**src/rtl/core/lbcd_pkg.sv**
```systemverilog
// Shared constants, types and helpers of the LRU block cache directory.
package lbcd_pkg;

   localparam int NUM_SLOTS    = 8;
   localparam int BLOCK_BITS   = 32;
   localparam int SLOT_W       = $clog2(NUM_SLOTS);
   localparam int REQ_BLOCK_W  = 32;
   localparam int SLOT_FIELD_W = 3;

   localparam logic [SLOT_W-1:0] LAST_SLOT = SLOT_W'(NUM_SLOTS - 1);

   // Access kinds carried on the command field.
   localparam logic CMD_READ  = 1'b0;
   localparam logic CMD_WRITE = 1'b1;

   // Recency update request sent to the age tracker.
   typedef struct packed {
      logic              valid;
      logic [SLOT_W-1:0] slot;
   } lbcd_promote_type;

   // Tag compared against the stored tags: the low BLOCK_BITS bits of the block number.
   function automatic logic [BLOCK_BITS-1:0] block_to_tag(input logic [REQ_BLOCK_W-1:0] blk);
      logic [REQ_BLOCK_W+BLOCK_BITS-1:0] wide;
      wide = {{BLOCK_BITS{1'b0}}, blk};
      return wide[BLOCK_BITS-1:0];
   endfunction

   // Slot number as reported on the result channel, masked to the field width.
   function automatic logic [SLOT_FIELD_W-1:0] slot_to_field(input logic [SLOT_W-1:0] s);
      logic [SLOT_W+SLOT_FIELD_W-1:0] wide;
      wide = {{SLOT_FIELD_W{1'b0}}, s};
      return wide[SLOT_FIELD_W-1:0];
   endfunction

endpackage

```
**src/rtl/core/lru_block_cache_directory.sv**
```systemverilog
// Top level of the LRU block cache directory: tag scan, allocation and result register.
// A request's tag is checked against the tag RAM one entry per cycle, from slot 0
// upward, until a match or the last slot; a miss scans every slot. One request is in
// work at a time: a new request is taken only after the last one has committed its
// result. The next request is taken while an earlier result still waits in the output
// register. Reset invalidates every slot and makes slot 0 the least recently used.
module lru_block_cache_directory
   import lbcd_pkg::*;
(
   input  logic                    clock,
   input  logic                    reset,
   input  logic                    req_valid,
   output logic                    req_ready,
   input  logic                    req_cmd,
   input  logic [REQ_BLOCK_W-1:0]  req_block,
   output logic                    rsp_valid,
   input  logic                    rsp_ready,
   output logic                    rsp_hit,
   output logic [SLOT_FIELD_W-1:0] rsp_slot,
   output logic                    rsp_fetch,
   output logic                    rsp_touched
);

   // Sequencer: wait for a request, scan the tags, then commit and hand over the result.
   typedef enum logic [2:0] {
      ST_IDLE = 3'b001,
      ST_SCAN = 3'b010,
      ST_DONE = 3'b100
   } lbcd_state_type;

   lbcd_state_type state_ff, state_in;

   logic                  cmd_ff, cmd_in;
   logic [BLOCK_BITS-1:0] tag_ff, tag_in;
   logic [SLOT_W-1:0]     idx_ff, idx_in;
   logic                  found_ff, found_in;
   logic [SLOT_W-1:0]     hit_slot_ff, hit_slot_in;
   logic [NUM_SLOTS-1:0]  valid_ff, valid_in;

   logic                    rsp_valid_ff, rsp_valid_in;
   logic                    rsp_hit_ff, rsp_hit_in;
   logic [SLOT_FIELD_W-1:0] rsp_slot_ff, rsp_slot_in;
   logic                    rsp_fetch_ff, rsp_fetch_in;
   logic                    rsp_touched_ff, rsp_touched_in;

   logic                  req_xfer;
   logic                  out_free;
   logic                  commit;
   logic                  match;
   logic                  read_miss;
   logic [SLOT_W-1:0]     victim_slot;
   logic [SLOT_W-1:0]     final_slot;
   logic [SLOT_W-1:0]     ram_rd_addr;
   logic [BLOCK_BITS-1:0] ram_rd_data;
   lbcd_promote_type      promote;

   assign req_ready = (state_ff == ST_IDLE);
   assign req_xfer  = req_valid && req_ready;

   // The result register can take a new result when empty or when it is being drained.
   assign out_free = !rsp_valid_ff || rsp_ready;
   assign commit   = (state_ff == ST_DONE) && out_free;

   // Read data arriving in the scan belongs to entry idx_ff; the next entry is requested
   // alongside. On the last entry the extra read address wraps and its data goes unused.
   assign ram_rd_addr = (state_ff == ST_SCAN) ? idx_ff + 1'b1 : '0;
   assign match       = valid_ff[idx_ff] && (ram_rd_data == tag_ff);

   assign read_miss  = !found_ff && (cmd_ff == CMD_READ);
   assign final_slot = found_ff ? hit_slot_ff : (read_miss ? victim_slot : '0);

   assign promote.valid = commit && (found_ff || read_miss);
   assign promote.slot  = final_slot;

   lbcd_ram #(
      .WIDTH (BLOCK_BITS),
      .DEPTH (NUM_SLOTS)
   ) u_tag_ram (
      .clock   (clock),
      .wr_en   (commit && read_miss),
      .wr_addr (victim_slot),
      .wr_data (tag_ff),
      .rd_addr (ram_rd_addr),
      .rd_data (ram_rd_data)
   );

   lbcd_age u_age (
      .clock       (clock),
      .reset       (reset),
      .promote     (promote),
      .oldest_slot (victim_slot)
   );

   always_comb begin
      state_in    = state_ff;
      cmd_in      = cmd_ff;
      tag_in      = tag_ff;
      idx_in      = idx_ff;
      found_in    = found_ff;
      hit_slot_in = hit_slot_ff;
      valid_in    = valid_ff;

      unique case (state_ff)
         ST_IDLE: begin
            if (req_xfer) begin
               cmd_in   = req_cmd;
               tag_in   = block_to_tag(req_block);
               idx_in   = '0;
               found_in = 1'b0;
               state_in = ST_SCAN;
            end
         end
         ST_SCAN: begin
            // The lowest-numbered matching slot wins since the scan runs upward.
            priority if (match) begin
               found_in    = 1'b1;
               hit_slot_in = idx_ff;
               state_in    = ST_DONE;
            end else if (idx_ff == LAST_SLOT) begin
               state_in = ST_DONE;
            end else begin
               idx_in = idx_ff + 1'b1;
            end
         end
         ST_DONE: begin
            if (commit) begin
               if (read_miss) begin
                  valid_in[victim_slot] = 1'b1;
               end
               state_in = ST_IDLE;
            end
         end
         default: begin
            state_in = ST_IDLE;
         end
      endcase
   end

   always_comb begin
      rsp_valid_in   = rsp_valid_ff && !rsp_ready;
      rsp_hit_in     = rsp_hit_ff;
      rsp_slot_in    = rsp_slot_ff;
      rsp_fetch_in   = rsp_fetch_ff;
      rsp_touched_in = rsp_touched_ff;
      if (commit) begin
         rsp_valid_in   = 1'b1;
         rsp_hit_in     = found_ff;
         rsp_slot_in    = slot_to_field(final_slot);
         rsp_fetch_in   = read_miss;
         rsp_touched_in = found_ff || read_miss;
      end
   end

   always_ff @(posedge clock) begin
      if (reset) begin
         state_ff     <= ST_IDLE;
         valid_ff     <= '0;
         rsp_valid_ff <= 1'b0;
      end else begin
         state_ff     <= state_in;
         valid_ff     <= valid_in;
         rsp_valid_ff <= rsp_valid_in;
      end
   end

   always_ff @(posedge clock) begin
      cmd_ff         <= cmd_in;
      tag_ff         <= tag_in;
      idx_ff         <= idx_in;
      found_ff       <= found_in;
      hit_slot_ff    <= hit_slot_in;
      rsp_hit_ff     <= rsp_hit_in;
      rsp_slot_ff    <= rsp_slot_in;
      rsp_fetch_ff   <= rsp_fetch_in;
      rsp_touched_ff <= rsp_touched_in;
   end

   assign rsp_valid   = rsp_valid_ff;
   assign rsp_hit     = rsp_hit_ff;
   assign rsp_slot    = rsp_slot_ff;
   assign rsp_fetch   = rsp_fetch_ff;
   assign rsp_touched = rsp_touched_ff;

endmodule

```
**src/rtl/core/lbcd_ram.sv**
```systemverilog
// Generic single-port-write, single-port-read RAM with a registered read.
module lbcd_ram #(
   parameter int WIDTH = 32,
   parameter int DEPTH = 8
) (
   input  logic                     clock,
   input  logic                     wr_en,
   input  logic [$clog2(DEPTH)-1:0] wr_addr,
   input  logic [WIDTH-1:0]         wr_data,
   input  logic [$clog2(DEPTH)-1:0] rd_addr,
   output logic [WIDTH-1:0]         rd_data
);

   logic [WIDTH-1:0] mem_ff [DEPTH];
   logic [WIDTH-1:0] rd_data_ff;

   always_ff @(posedge clock) begin
      if (wr_en) begin
         mem_ff[wr_addr] <= wr_data;
      end
      rd_data_ff <= mem_ff[rd_addr];
   end

   assign rd_data = rd_data_ff;

endmodule

```
**src/rtl/core/lbcd_age.sv**
```systemverilog
// Recency ranks of all slots, promotion to most recently used and victim selection.
module lbcd_age
   import lbcd_pkg::*;
(
   input  logic              clock,
   input  logic              reset,
   input  lbcd_promote_type  promote,
   output logic [SLOT_W-1:0] oldest_slot
);

   logic [SLOT_W-1:0] age_ff [NUM_SLOTS];
   logic [SLOT_W-1:0] age_in [NUM_SLOTS];
   logic [SLOT_W-1:0] promoted_age;

   assign promoted_age = age_ff[promote.slot];

   // The promoted slot takes the top rank; every slot above its old rank moves down one.
   always_comb begin
      for (int i = 0; i < NUM_SLOTS; i++) begin
         age_in[i] = age_ff[i];
         if (promote.valid) begin
            if (SLOT_W'(i) == promote.slot) begin
               age_in[i] = LAST_SLOT;
            end else if (age_ff[i] > promoted_age) begin
               age_in[i] = age_ff[i] - 1'b1;
            end
         end
      end
   end

   // Victim is the lowest-numbered slot holding rank zero.
   always_comb begin
      logic seen;
      seen        = 1'b0;
      oldest_slot = '0;
      for (int i = 0; i < NUM_SLOTS; i++) begin
         if (!seen && age_ff[i] == '0) begin
            seen        = 1'b1;
            oldest_slot = SLOT_W'(i);
         end
      end
   end

   always_ff @(posedge clock) begin
      if (reset) begin
         for (int i = 0; i < NUM_SLOTS; i++) begin
            age_ff[i] <= SLOT_W'(i);
         end
      end else begin
         for (int i = 0; i < NUM_SLOTS; i++) begin
            age_ff[i] <= age_in[i];
         end
      end
   end

endmodule
```
**config.mk**
```make
export PLATFORM = sky130hd
export DESIGN_NAME = lru_block_cache_directory
export DESIGN_NICKNAME = d
export VERILOG_FILES = /design/src/rtl/core/lbcd_pkg.sv /design/src/rtl/core/lru_block_cache_directory.sv /design/src/rtl/core/lbcd_ram.sv /design/src/rtl/core/lbcd_age.sv
export SDC_FILE = /design/constraint.sdc
export NUM_CORES = 1
export LEC_CHECK = 0
export BUFFER_PORTS_ARGS = -buffer_cell sky130_fd_sc_hd__buf_4
export CAP_MARGIN = 5
export CORE_MARGIN = 1
export CORE_UTILIZATION = 41
export DETAILED_ROUTE_END_ITERATION = 8
export PLACE_DENSITY = 0.55
export SLEW_MARGIN = 20
export SYNTH_ARGS = -nofsm -noshare
export SYNTH_HDL_FRONTEND = slang
export SYNTH_SLANG_ARGS = --single-unit
```
**constraint.sdc**
```tcl
create_clock -name clock -period 3.7 [get_ports clock]
set_input_delay 0.185 -clock clock [delete_from_list [all_inputs] [get_ports clock]]
set_output_delay 0.185 -clock clock [all_outputs]
set_load 0.02 [all_outputs]
```
Word-level counts from Yosys, hierarchy flattened
Memories as Yosys holds them, arrays and structs flattened. A register that Yosys moved wholly into a read port is not among the register bits.
Index checks and enable logic that the tools add are counted.
- register bits: 58
- RAM bits: 280
- input bits: 37
- output and inout port bits: 8
- word-level logic and storage cells: 176
- memories: 2
- memory list (name ; words ; width ; rd ports ; clocked after Yosys merged registers in ; write ports ; RTL line ; RTL):
    u_tag_ram.mem_ff ; 8 ; 32 ; 1 ; 1 ; 1 ; lbcd_ram.sv:14 ; logic [WIDTH-1:0] mem_ff [DEPTH];
    u_age.age_ff ; 8 ; 3 ; 9 ; 0 ; 8 ; lbcd_age.sv:11 ; logic [SLOT_W-1:0] age_ff [NUM_SLOTS];
- add/sub/neg operators: 9
- $lt $le $gt $ge: 11
- equality and inequality tests: 18
- multiplexer cells: 71
- bitwise gates (word level): 10
- reduce and logical (&&, ||, !) cells: 43
- operators by type and width (operator ; count):
    3-bit 2-to-1 mux ; 46
    32-bit equality test ; 1
    3-bit logical NOT ; 9
    3-bit > comparator ; 8
    3-bit by 1-bit subtractor with 3-bit output, second input constant ; 8
    1-bit 2-to-1 mux ; 18
    1-bit logical AND ; 15
    3-bit equality test, first input constant ; 4
    1-bit logical NOT ; 10
    3-bit case mux with 3 select lines ; 1
    3-bit AND reduction ; 3
    3-bit by 4-bit < comparator with 1-bit output, second input constant ; 2
    2-bit inequality test, second input constant ; 4
    1-bit bitwise OR ; 8
    8-bit bitwise OR ; 1
    2-bit by 3-bit equality test with 1-bit output, first input constant ; 2
    3-bit equality test, second input constant ; 2
    3-bit case mux with 2 select lines ; 1
    2-bit 2-to-1 mux ; 2
    2-bit AND reduction ; 2
    4-bit AND reduction ; 1
    3-bit by 1-bit adder with 3-bit output, second input constant ; 1
    1-bit binary-select mux with 3-bit select ; 1
    1-bit demux with 3-bit select ; 1
    other kinds (10) ; 11

Logic depth before layout (Yosys ltp)
An unclocked memory read counts as a cell.
- word-level depth: 32
- gate-level depth with buffers: 20
- depth with buffers taken out: 19

By module
A second synthesis with hierarchy kept.
- cell total of the unflattened synthesis: 835
- area, all modules: 15075.7 um^2
- by module, submodules not included (module ; times used ; cells each ; area an instance (um^2) ; seq. area each (um^2)):
    lbcd_ram ; 1 ; 415 ; 10466.3 ; 8328.0
    lru_block_cache_directory ; 1 ; 164 ; 2377.3 ; 1621.6
    lbcd_age ; 1 ; 256 ; 2232.1 ; 480.5

Least setup slack after synthesis
No wires, ideal clock.
- kind: reg2reg
- from: mem u_age.age_ff[1][1] in the netlist's numbering
- to: mem u_age.age_ff[6][2] in the netlist's numbering
- setup time: 126 ps
- arrival time: 3898 ps
- data required time: 3574 ps
- setup slack: -324 ps
- stages on the path, launching flop included: 17
- buffers on the path: 2
- period minus slack after synthesis: 4024 ps
- path through: dfxtp_1 > inv_1 > ha_1 > and2b_1 > nor4_4 > a32oi_1 > o31ai_2 > buf_2 > buf_1 > o21ai_0 > o21ai_0 > ha_1 > a21boi_0 > a311oi_1 > o211ai_1 > nor2b_1 > a22oi_1
- RTL lines (item ; RTL line):
    start: declaration ; lbcd_age.sv:11

==> impl_metrics.tcl <==
set metrics [dict create \
    status "finished clean" \
    syn_area_um2 15300 \
    avgViaCountPerCell 5.25 \
    worstHoldPathType "in -> reg" \
    max_cap_viol_count 0 \
    grt_pass1_vias 9587 \
    num_rows 70 \
    yosysWarnings 0 \
    path_class "reg -> reg" \
    maxSlewViolCount 0 \
    synthesis.nets 1324 \
    n_fill_cell 3190 \
    peakVddDrop_uv 400 \
    grt_max_degree 97 \
    clk_pin_slew_worst_paths_ns 0.06 \
    p_comb_share_pct 4.4 \
    diodes 0 \
    route.vias.total 9900 \
    area_growth_pct 20.2 \
    start_util_pct 41.7 \
    cts.sinks 370 \
    drtAntennaViolNets 0 \
    ff_latch_area_um2 10400 \
    max_freq_mhz 278 \
    p_seq_share_pct 53.1 \
    dieWidth_um 195 \
    rsz0062_at_grt "true" \
    io_pins 45 \
    end_kind "flip-flop" \
    clkLatencyLatePin_ns 0.55 \
    yosys.area.top_type "edfxtp_1" \
    tritoncts "done" \
    finalHoldViolCount 0 \
    cp.required_ns 4.14 \
    multi_input_area_um2 4720 \
    stdcell_count 1887 \
    tightest_slew_ns 1.02 \
    wl_um 35300 \
    synth_commonest_cells "edfxtp_1 (302), nand2_1 (259), o21ai_0 (108)" \
    die-area_um2 38100 \
    synth.area.top_cells "edfxtp_1 (59%), dfxtp_1 (8.9%), nand2_1 (6.3%), o21ai_0 (3.5%), nand3_1 (3.3%)" \
    synth_ff_type "edfxtp_1" \
    synth_edf_count 302 \
    io_buffers 44 \
    firstDrtPassIters 5 \
    async_flop_share_pct 0 \
    clock_power_share_pct 42.5 \
    nNetsFinal 1459 \
    detail_route.wl_per_cell_um 18.7 \
    synth_top_area_share_pct 59.2 \
    cts_made_buffers 39 \
    cts.path.max_buffers 3 \
    worst_ep_arrival_time_ns 4.04 \
    drc 0 \
    whs_ns 0.0663 \
    gp_congestion 0.826 \
    p_per_area_nw_per_um2 474 \
    p_leak_nw 6.81 \
    fin_worst_skew_ns 0.00844 \
    cp-start-kind "flip-flop" \
    drt_iter0_markers 575 \
    die_y_um 195 \
    antenna_found_initial 0 \
    setup_violations 0 \
    synth.distinct_cells 55 \
    finalCriticalPeriod_ns 3.60 \
    grt_pass1_wl_um 54700 \
    path_max_fanout 8 \
    dp_hpwl_um 20100 \
    h-tree-depth 2 \
    core_um2 36700 \
    finalCritPeriodShare_pct 97.3 \
    drive_gt1_share_pct 17.0 \
    internal_power_mw 6.87 \
    max_slew_margin_pct 31.8 \
    p_sw_share_pct 21.3 \
    finish.utilization_pct 50.2 \
    root_buffer "clkbuf_16" \
    synth_most_common_cell "edfxtp_1" \
    grt-ovfl-total 0 \
    dp.cells 1766 \
    tns_ns 0 \
    synth_cells 1253 \
    avgSynthCellArea_um2 12.2 \
    netSwitchingPower_mw 1.86 \
    yosys_register_bits 370 \
    track_usage_pct 18.7 \
    synth_seq_area_share_pct 68.1 \
]
[placed cells by master, fill, tap and decap left out, types with 4 or more instances in the layout]
cell           synthesis  layout
a21oi_1                8       6
a22oi_1               34      33
a311oi_1               8       7
a41o_1                 4       4
and3_1                12      11
buf_12                 0       4
buf_4                  0     114
buf_6                  3       4
clkbuf_1              46      18
clkbuf_16              0      41
clkbuf_8               0       5
clkinv_1               0       4
dfxtp_1               68      60
dfxtp_2                0       8
dlygate4sd3_1          0      35
edfxtp_1             302     302
ha_1                  34      30
inv_1                 31      24
inv_2                  2       8
mux2i_1               10      10
mux4_2                 4       4
nand2_1              259     257
nand2b_1              11      11
nand3_1              100     100
nand4_1                9       9
nor2_1                60      52
nor2_4                 0       7
nor3_1                 7       7
nor4_1                 9       9
o2111ai_1              7       5
o211ai_1               7       7
o211ai_2               5       4
o21ai_0              108     102
o21ai_1                1       5
o21bai_1               8       8
o311a_1                4       4
or3_1                  4       4
xor2_1                32      32
[sequential cells by signal, indices dropped and copies added, names as in the netlist]
signal / cells
u_tag_ram.rd_data: 32
hit_slot_ff: 3
u_age.age_ff: 24
valid_ff: 8
cmd_ff: 1
rsp_valid: 1
rsp_hit: 1
idx_ff: 3
rsp_touched: 1
tag_ff: 32
u_tag_ram.mem_ff: 256
found_ff: 1
state_ff: 3
rsp_slot: 3
rsp_fetch: 1
[power groups by stage]
stage	combinational (mW)	clock, mW	sequential, mW
after global routing	0.431	3.95	4.64
after floorplan	0.215	0	4.69
after detailed placement	0.348	0	4.72
final	0.385	3.71	4.63
after global placement	0.346	0	4.72
after CTS	0.381	3.80	4.63
[critical path: stages (launching register included)]
cell and delay [ns]:
dfxtp_2 0.33, inv_2 0.05, ha_2 0.16, and2b_2 0.24
nor4_4 0.31, a32oi_2 0.17, o31ai_2 0.23, buf_4 0.21
buf_6 0.12, o211ai_1 0.08, o211ai_1 0.12, o21ai_2 0.12
buf_4 0.16, buf_4 0.14, ha_1 0.30, nor2_2 0.15
nand4_1 0.17, o211ai_4 0.18, and3_1 0.19, o21bai_1 0.06
[routing by layer]
layer  wire (um)  global-route usage (%)
met1       17000                    26.7
met2       16200                    29.4
met3        1430                    2.73
met4         765                    6.12
met5           0                       0
[worst paths after layout]
path	start	end	slack, ns	depth (start not counted)
worst max-delay path	u_age.age_ff[1][1]$_SDFFE_PP0P_	u_age.age_ff[1][0]$_SDFFE_PP1P_	0.10	19
worst min-delay path	reset	valid_ff[0]$_SDFFE_PP0P_	0.07	2
worst max register to register	u_age.age_ff[1][1]$_SDFFE_PP0P_	u_age.age_ff[1][0]$_SDFFE_PP1P_	0.10	19
worst min register to register	u_age.age_ff[6][0]$_SDFFE_PP0P_	u_age.age_ff[6][0]$_SDFFE_PP0P_	0.43	1
[stage by stage]
step           power, mW  area (um^2)  setup WS [ns]
4_1_cts             8.82        18200        0.00521
2_1_floorplan       4.91        15300        0.00835
3_5_place_dp        5.07        16600        -0.0269
3_3_place_gp        5.07        16600         0.0879
5_1_grt             9.02        18400        -0.0566
6_report            8.73        18400          0.101
[timing repair]
action                     CTS  global route
setup endpoints to repair    6            24
setup buffers                1            12
pin swaps                    2            25
resized for setup            3            44
hold endpoints to repair    35             0
hold buffers                35             0
gates cloned                 0             1
[kinds of logic (layout without fill, tap and decap cells)]
| logic type | count (synthesis) | after routing | share of synthesized area [%] |
|---|---|---|---|
| compound gates | 214 | 215 | 9.33 |
| xor+xnor | 32 | 32 | 1.83 |
| fa+ha+maj | 34 | 34 | 2.78 |
| buf+inv | 97 | 262 | 2.53 |
| flops | 370 | 370 | 68.1 |
| mux | 14 | 14 | 1.24 |
| simple gates | 492 | 492 | 14.2 |
[final cells by class]
cell class	instances	share of cell area, %
Inverter	33	0.700
Multi-Input combinational cell	787	25.6
Clock inverter	8	0.272
Clock buffer	64	6.31
Tap cell	468	3.18
Timing Repair Buffer	157	7.23
Sequential cell	370	56.7
Power figures use the tool's default switching activity.
